[src/hw/rtl/pic_ymod.sv]
`timescale 1ns / 1ps
`default_nettype none
// ----------------------------------------------------------------------------
// pic_ymod
// Periodic y index unit: reduces a signed cell index modulo the grid height,
// eight dividend bits per cycle, and returns the row and the next row.
// ----------------------------------------------------------------------------
module pic_ymod #(
    parameter int GRID_Y = 128
) (
    input  wire logic                        aclk,
    input  wire logic                        aresetn,
    input  wire logic                        start,
    input  wire logic signed [30:0]          jy,
    output logic                             done,
    output logic [$clog2(GRID_Y)-1:0]        y0,
    output logic [$clog2(GRID_Y)-1:0]        y1
);

    localparam int YW = $clog2(GRID_Y);
    localparam logic [YW:0] MODV = (YW + 1)'(GRID_Y);

    logic [31:0]   mag_reg;
    logic          neg_reg;
    logic [YW-1:0] rem_reg;
    logic [YW-1:0] rem_next;
    logic [1:0]    cnt_reg;
    logic          run_reg;
    logic          fin_reg;
    logic [31:0]   jy_ext;
    logic [YW:0]   y0_w;
    logic [YW:0]   y0_inc;

    assign jy_ext = {jy[30], jy};

    // restoring remainder, one dividend bit per step
    always_comb begin
        logic [YW:0] r;
        r = {1'b0, rem_reg};
        for (int i = 0; i < 8; i++) begin
            r = {r[YW-1:0], mag_reg[31-i]};
            if (r >= MODV) begin
                r = r - MODV;
            end
        end
        rem_next = r[YW-1:0];
    end

    always_ff @(posedge aclk) begin
        if (!aresetn) begin
            run_reg <= 1'b0;
            fin_reg <= 1'b0;
            cnt_reg <= '0;
        end else begin
            fin_reg <= 1'b0;
            if (start) begin
                mag_reg <= jy[30] ? (32'd0 - jy_ext) : jy_ext;
                neg_reg <= jy[30];
                rem_reg <= '0;
                cnt_reg <= '0;
                run_reg <= 1'b1;
            end else if (run_reg) begin
                mag_reg <= mag_reg << 8;
                rem_reg <= rem_next;
                cnt_reg <= cnt_reg + 2'd1;
                if (cnt_reg == 2'd3) begin
                    run_reg <= 1'b0;
                    fin_reg <= 1'b1;
                end
            end
        end
    end

    // fold a negative index back into range
    always_comb begin
        if (neg_reg && rem_reg != '0) begin
            y0_w = MODV - {1'b0, rem_reg};
        end else begin
            y0_w = {1'b0, rem_reg};
        end
        y0_inc = y0_w + 1'b1;
    end

    assign done = fin_reg;
    assign y0   = y0_w[YW-1:0];
    assign y1   = (y0_inc == MODV) ? '0 : y0_inc[YW-1:0];

endmodule
`default_nettype wire
[config.mk]
export PLATFORM = sky130hd
export DESIGN_NAME = pic_ymod
export DESIGN_NICKNAME = d
export VERILOG_FILES = /design/src/hw/rtl/pic_ymod.sv
export SDC_FILE = /design/constraint.sdc
export NUM_CORES = 1
export LEC_CHECK = 0
export BUFFER_PORTS_ARGS = -buffer_cell sky130_fd_sc_hd__buf_2
export CAP_MARGIN = 20
export CORE_AREA = 3 3 94 96
export DETAILED_ROUTE_END_ITERATION = 10
export DIE_AREA = 0 0 97 99
export PLACE_DENSITY = 0.53
export SLEW_MARGIN = 20
export SYNTH_ARGS = -nofsm -noshare
export SYNTH_HDL_FRONTEND = slang
export SYNTH_SLANG_ARGS = --single-unit
[constraint.sdc]
create_clock -name aclk -period 2.6 [get_ports aclk]
set_clock_uncertainty 0.1 [all_clocks]
set_input_delay 0.13 -clock aclk [delete_from_list [all_inputs] [get_ports aclk]]
set_output_delay 0.13 -clock aclk [all_outputs]
set_load 0.05 [all_outputs]
==> impl_metrics.ini, run 1 <==
[critical_path]
path_max_fanout = 2
r2r_slack_ps = 1180
required_ps = 2370
path_class = reg2out
endpoint_kind = primary output
rr_worst_depth = 2
r2r_start = run_reg
startpoint_type = register
reg2reg_to = rem_reg[5]
crit_arrival_ps = 2690

[logic_synthesis]
synth.top_cells.by_count = edfxtp_1, nor2_1, xor2_1, a21oi_1, nand2_1
async_flop_share_pct = 0
syn_inst = 242
synth_area_mm2 = 0.00242
synth_top_cell_by_area = edfxtp_1
syn_nets = 280
synth_edf_count = 36
yosysWarnings = 0
synth-main-ff-cell = edfxtp_1
synth-seq-cells = 40
yosysMostFrequentCell = edfxtp_1
avgSynthCellArea_um2 = 10.0
yosysSeqAreaShare_pct = 47.9
netlist.area_leader.share_pct = 44.6
ys_types = 36
synth.area.top_cells = edfxtp_1, xor2_1, nor2_1, a21oi_1, o31ai_1

[sta]
slew_violations = 0
fmax_mhz = 342
post-route-min-period_ps = 2920
layout_setup_ws_ps = -325
hold_viol_final = 0
finalSetupViolations = 7
period_share_pct = 112
slew_headroom_pct = 64.0
worst_slew_pin_slew_ps = 533
rsz0062_at_grt = yes

[hold_path]
hold_path_depth = 3
min_from = aresetn
worstHoldPathType = in2reg
hold_end = done

[layout]
largest_reg_flops = 28
n_fill_cell = 807
layout.nets = 341
stdcell_count = 409
antenna_cells = 0
layout-drive-gt1-share_pct = 32.9
syn_to_final_growth_pct = 34.9

[routing]
via_per_inst = 4.91
vias = 2007
routed_wirelength_um = 5570
dr.pass1.iters = 4
route.detailed.drc = 0
drtAntennaViolNets = 0
drtIter0Drc = 84
wire_per_inst_um = 13.6

[global_routing]
grt_usage_pct = 11.8
antenna_found_initial = 0
grt_pass1_wl_um = 9270
grt_pass1_vias = 1933
grt_start_max_net_pins = 40
grt_overflow = 0

[die]
core_mm2 = 0.00813
dieHeight_um = 99
dieArea_mm2 = 0.00960
top_level_ports = 49
num_rows = 33
die_w_um = 97
initial_core_util_pct = 29.8

[clocking]
cts_hold_repair.buffers = 0
clock_latency_ps = 290
cts_tree = yes
numCtsBuffers = 5
cts_buffer_depth = 2
h-tree-depth = 2
cts-root-buf = clkbuf_8
clock_sinks = 40
cts.clk_slew.worst_paths_ps = 80

[power]
p_leak_nw = 1.25
vdd_drop_max_uv = 307
total_power_mw = 1.96
power_density_mw_per_mm2 = 600

[run_status]
status = finished, violations left
violations = setup timing

[placed_design]
place.gp.congestion = 0.846
hpwl_um = 4100
place_inst = 398
port_buffers = 48

[run]
maxCapViolCount = 0
cells by family (layout without fill, tap and decap cells):
| logic type | after synthesis | count (layout) | synth area share [%] |
|---|---|---|---|
| buf+inv | 21 | 83 | 3.46 |
| mux | 3 | 3 | 1.24 |
| flops | 40 | 40 | 47.9 |
| xor+xnor | 36 | 36 | 13.0 |
| fa+ha+maj | 4 | 4 | 2.07 |
| simple gates | 88 | 88 | 18.3 |
| compound gates | 50 | 50 | 13.9 |
placed cells by master, fill, tap and decap left out, types with 3 or more instances in the layout:
cell type  instances
nor2_2             3
nand3b_1           4
o21ai_0            5
or2_2              4
nor2b_1            8
a21oi_1           20
buf_6              7
clkbuf_8           5
inv_1              8
nor2_1            32
or4_1              5
edfxtp_1          36
o31ai_1            9
xor2_1            24
buf_4             19
or3_1              4
nand2_1           11
xnor2_1            5
o41ai_1            5
dfxtp_1            4
buf_2             38
nor4_1             3
bufinv_16          3
stage by stage:
stage               util [%]  hold WS [ps]  setup WS, ps  TNS, ps  area [um2]
floorplan                  -           129          -271     -683        2560
global placement        36.8           344         -83.7     -118        2990
detailed placement      36.8           351          -130     -205        2990
CTS                     40.0          37.2          -371    -1510        3250
global route            40.2          63.0          -433    -2150        3270
finish                  40.2          41.1          -325    -1330        3270
critical path, stage by stage, from the launching register on:
cell and delay (ps):
edfxtp_1 390, inv_1 70, ha_2 160, or4b_4 470
o31ai_4 250, mux2i_2 120, inv_4 70, ha_4 140
nand2_4 60, nor4_4 320, xor2_4 170, buf_6 170
power breakdown:
group / switching, mW / internal (mW) / leakage, nW
registers: 0.0181 / 0.754 / 0.378
logic: 0.300 / 0.188 / 0.794
clock network: 0.221 / 0.480 / 0.0784
total: 0.539 / 1.42 / 1.25
cell type report:
type	instances	area (um2)	area share, %
multi-input cells	181	1350	41.2
flip-flops and latches	40	1160	35.5
repair buffers	66	434	13.3
well taps	105	131	4.02
clock inverters	3	90.1	2.76
clock buffers	5	68.8	2.11
inverters	9	36.3	1.11
layer usage:
metal	wire [um]	track usage, %	part of all wire, %
met1	2320	14.6	42
met2	2840	21.1	51
met3	335	2.19	6.0
met4	66	3.24	1.2
met5	0	0	0
what timing repair did:
action | 4_1_cts | 5_1_grt
pin swaps | 1 | 4
resized for setup | 22 | 8
endpoints found under the hold margin | 0 | 0
setup buffers | 3 | 3
endpoints found under the setup margin | 8 | 9
worst max-delay path by stage:
stage	from	endpoint	slack, ps	depth (start not counted)
5_1_grt	rem_reg[1]	y1[6]	-430	11
4_1_cts	rem_reg[1]	y1[6]	-370	11
2_1_floorplan	rem_reg[0]	y1[6]	-270	10
6_report	rem_reg[1]	y1[6]	-320	11
3_5_place_dp	rem_reg[1]	y1[6]	-130	11
3_3_place_gp	rem_reg[0]	y1[6]	-80	11
(Power assumes the default switching activity.)
==> inputs of run 2 (changes only) <==
Settings changed: CORE_AREA 3 3 94 96 to 3 3 71 73, DIE_AREA 0 0 97 99 to 0 0 74 76, PLACE_DENSITY 0.53 to 0.81.
Clock period 2.6 ns to 3.2 ns, I/O delays scaled along.
==> impl_metrics.ini, run 2 (synthesized netlist as in run 1, its figures left out) <==
[routing]
route.detailed.drc = 0
routed_wirelength_um = 4870
vias = 1910
drtAntennaViolNets = 0
drtIter0Drc = 78
via_per_inst = 5.58
dr.pass1.iters = 4
wire_per_inst_um = 14.2

[placed_design]
place_ws_ps = 184
place.gp.congestion = 0.885
hpwl_um = 3540
port_buffers = 48

[global_routing]
grt_pass1_vias = 1803
grt_pass1_wl_um = 8200
grt_start_max_net_pins = 46
antenna_found_initial = 0
grt_usage_pct = 18.4
grt_overflow = 0

[layout]
layout-drive-gt1-share_pct = 24.5
layout_commonest_cell = buf_2
syn_to_final_growth_pct = 17.7
final_cell_mix = buf_2, edfxtp_1, nor2_1
layout.nets = 327
antenna_cells = 0
largest_reg_flops = 28
utilization_pct = 64.6

[clocking]
cts-root-buf = clkbuf_8
h-tree-depth = 2
cts.clk_slew.worst_paths_ps = 70
numCtsBuffers = 5
clock_sinks = 40
cts_tree = yes
cts_buffer_depth = 2
clock_latency_ps = 290

[critical_path]
path_max_fanout = 4
crit_arrival_ps = 2790
endpoint_kind = primary output
path_class = reg2out
startpoint_type = register
required_ps = 2940

[hold_path]
worstHoldPathType = in2reg

[sta]
period_share_pct = 95.3
fmax_mhz = 328
layout_setup_ws_ps = 150
slew_headroom_pct = 57.0
finalSetupViolations = 0
worst_slew_pin_slew_ps = 639
rsz0062_at_grt = no
slew_violations = 0
post-route-min-period_ps = 3050
hold_viol_final = 0
tns_ps = 0
holdWs_ps = 83.3

[die]
core_mm2 = 0.00441
dieArea_mm2 = 0.00562
top_level_ports = 49
num_rows = 24
dieHeight_um = 76
die_w_um = 74
initial_core_util_pct = 54.9

[power]
p_leak_nw = 1.10
power_density_mw_per_mm2 = 472
vdd_drop_max_uv = 273
total_power_mw = 1.35

[run]
maxCapViolCount = 0

[run_status]
status = finished, final reports clean
run 2: cell types whose count changed in the layout (fill, tap and decap cells not counted), moves of 2 or more:
cell | before | now
xnor2_1 | 5 | 8
ha_1 | 2 | 4
nor2_2 | 3 | 0
xor2_4 | 2 | 0
buf_2 | 38 | 46
bufinv_16 | 3 | 1
nor2_1 | 32 | 35
buf_4 | 19 | 6
xor2_1 | 24 | 26
xnor2_2 | 2 | 0
buf_6 | 7 | 0
run 2: power breakdown:
part	total (mW)	switching, mW	internal [mW]	leakage (nW)
Clock	0.401	0.169	0.231	0.0552
Sequential	0.629	0.0160	0.613	0.378
Combinational	0.317	0.214	0.103	0.672
run 2: per-stage QoR:
stage,instances,instance area [um2]
floorplan,242,2440
finish,342,2850
global placement,333,2720
global route,342,2850
detailed placement,333,2720
CTS,342,2850
run 2: worst paths after layout:
kind,from,endpoint,slack [ps],cells after the start
worst max-delay path,rem_reg[1],y1[4],150,11
worst min-delay path,aresetn,done,80,3
worst max register to register,run_reg,mag_reg[12],1780,2
worst min register to register,run_reg,done,400,2
run 2: what timing repair did:
| item | in CTS | in global routing |
|---|---|---|
| buffers inserted | 1 | 0 |
| hold buffers | 0 | 0 |
| gates resized for setup | 4 | 0 |
| endpoints found under the setup margin | 2 | 0 |
run 2: final cells by class:
class                   instances  area [um2]
clock buffers                   6        72.6
clock inverters                 2        35.0
fillers                       363        1560
inverters                       9        33.8
multi-input cells             181        1210
flip-flops and latches         40        1160
well taps                      52        65.1
repair buffers                 52         275
run 2: layer usage:
layer | part of all wire [%] | GRT usage, % | vias up
met2 | 51 | 30.6 | 63
met1 | 41 | 23.4 | 875
li1 | - | - | 964
met3 | 6.4 | 3.96 | 8
met5 | 0 | 0 | -
met4 | 1.5 | 5.80 | 0
run 2: worst max-delay path: stages (launching register included):
cell      delay (ps)
edfxtp_1         410
inv_1             80
ha_1             170
or4b_4           510
o31ai_2          240
mux2i_1          300
inv_2             60
ha_1             200
nand2_1          110
nor2_1            80
xor2_2           150
buf_4            190
==> inputs of run 3 (changes only) <==
Settings changed: ABC_AREA set to 1, CORE_AREA 3 3 71 73 to 3 3 75 77, DIE_AREA 0 0 74 76 to 0 0 78 80, PLACE_DENSITY 0.81 to 0.82, SETUP_SLACK_MARGIN set to 0.1.
==> impl_metrics.ini, run 3 <==
[sta]
period_share_pct = 89.6
hold_viol_final = 0
finalSetupViolations = 0
slew_violations = 0
rsz0062_at_grt = no
post-route-min-period_ps = 2870
fmax_mhz = 349
worst_slew_pin_slew_ps = 899
tns_ps = 0
slew_headroom_pct = 40.0

[hold_path]
hold_path_depth = 3
worstHoldPathType = in2reg
min_from = jy[0]

[global_routing]
grt_pass1_wl_um = 10800
grt_pass1_vias = 2597
antenna_found_initial = 0
grt_overflow = 0
grt_usage_pct = 22.2
grt_start_max_net_pins = 36

[layout]
n_fill_cell = 463
layout-drive-gt1-share_pct = 21.2
seq_area_mm2 = 0.00116
stdcell_area_mm2 = 0.00323
utilization_pct = 63.7
multiInputGateArea_mm2 = 0.00142
final_cell_mix = nand2_1, inv_1, nor2_1
antenna_cells = 0
layout.nets = 475
largest_reg_flops = 28
syn_to_final_growth_pct = 14.4
layout_commonest_cell = nand2_1

[die]
dieArea_mm2 = 0.00624
initial_core_util_pct = 55.7
top_level_ports = 49
dieHeight_um = 80
core_mm2 = 0.00507
num_rows = 26
die_w_um = 78

[run_status]
status = finished, final reports clean

[critical_path]
r2r_start = run_reg
required_ps = 2940
rr_worst_depth = 3
path_class = reg2out
path_max_fanout = 4
crit_start = rem_reg[0]
crit_arrival_ps = 2610
startpoint_type = register
endpoint_kind = primary output

[logic_synthesis]
synth_area_mm2 = 0.00283
synth.top_cells.by_count = nand2_1, inv_1, nor2_1, edfxtp_1, nand3_1
async_flop_share_pct = 0
avgSynthCellArea_um2 = 7.27
syn_inst = 389
synth_top_cell_by_area = edfxtp_1
synth_edf_count = 36
synth-main-ff-cell = edfxtp_1
syn_nets = 427
yosysSeqAreaShare_pct = 41.1
synth.area.top_cells = edfxtp_1, nand2_1, inv_1, nor2_1, nand3_1
netlist.area_leader.share_pct = 38.2
ys_types = 32
synth-seq-cells = 40
yosysMostFrequentCell = nand2_1
yosysWarnings = 0

[clocking]
cts_tree = yes
cts-root-buf = clkbuf_8
cts_buffer_depth = 2
h-tree-depth = 2
numCtsBuffers = 5
cts.clk_slew.worst_paths_ps = 80
clock_latency_ps = 300
clock_sinks = 40
cts_hold_repair.buffers = 0

[power]
vdd_drop_max_uv = 212
power_density_mw_per_mm2 = 417
p_leak_nw = 1.50

[placed_design]
hpwl_um = 4870
place.gp.congestion = 0.901
dpl_cell_area_mm2 = 0.00313
port_buffers = 48

[routing]
drtAntennaViolNets = 0
routed_wirelength_um = 6470
route.detailed.drc = 0
via_per_inst = 5.17
drtIter0Drc = 161
dr.pass1.iters = 4
wire_per_inst_um = 12.7
vias = 2625

[run]
maxCapViolCount = 0
[run 3: cell count changes in the layout (fill, tap and decap cells not counted), moves of 8 or more]
| cell | delta |
|---|---|
| nand2_1 | +99 |
| inv_1 | +43 |
| nand3_1 | +24 |
| xor2_1 | -18 |
| nor2_1 | +12 |
| a21oi_1 | -11 |
| nor2_2 | +11 |
| o21ai_0 | +10 |
| o31ai_1 | -10 |
| nor2b_1 | -8 |
[run 3: through the flow]
| stage | worst slack [ps] | std cells | power [mW] | hold slack, ps |
|---|---|---|---|---|
| after floorplan | 266 | 389 | 0.930 | 159 |
| after CTS | 231 | 506 | 1.35 | 31.9 |
| final | 334 | 508 | 1.35 | 38.5 |
| after global placement | 665 | 498 | 1.02 | 335 |
| after detailed placement | 552 | 498 | 1.03 | 343 |
| after global routing | 89.0 | 508 | 1.42 | 64.4 |
[run 3: worst paths after layout]
path,end,slack [ps]
hold reg to reg,cnt_reg[1],400
hold / removal,mag_reg[0],40
setup / recovery,y1[4],330
setup reg to reg,mag_reg[17],1790
[run 3: repair_timing]
item                       in CTS  in global routing
buffers inserted                0                  2
setup endpoints to repair       0                  2
gates resized for setup         0                  5
[run 3: cells by family after synthesis]
family	synth area share [%]
buffers and inverters	9.25
flip-flops	41.1
XOR/XNOR	3.67
AO/OA/AOI/OAI	7.22
adder cells (fa/ha/maj)	1.77
AND/OR/NAND/NOR	37.0
[run 3: metal layers]
layer	share of wire [%]	global-route usage [%]	up-vias
met4	3.7	12.9	0
met3	6.0	3.95	24
met1	39	23.0	1170
met5	0	0	-
li1	-	-	1339
met2	52	41.6	92
[run 3: critical path, stage by stage, from the launching register on]
cell and delay (ps):
edfxtp_1 460, inv_1 110, ha_2 190, nand2_1 90, nor2_4 110, nand2_4 70
nand2_2 80, nand2_1 70, o21a_4 130, inv_1 70, ha_1 160, inv_1 50
nor2_2 110, inv_1 70, nor2_4 150, xor2_2 140, clkbuf_4 240
[run 3: where the power goes]
| group | internal [mW] | switching, mW | total (mW) |
|---|---|---|---|
| logic | 0.110 | 0.269 | 0.379 |
| registers | 0.625 | 0.0188 | 0.644 |
| clock network | 0.153 | 0.173 | 0.326 |
| total | 0.889 | 0.460 | 1.35 |
[run 3: layout make-up]
| class | instances | area share (%) |
|---|---|---|
| well taps | 70 | 2.71 |
| clock buffers | 7 | 2.36 |
| inverters | 56 | 6.50 |
| flip-flops and latches | 40 | 35.9 |
| repair buffers | 52 | 8.51 |
| clock inverters | 1 | 0.155 |
| multi-input cells | 282 | 43.9 |
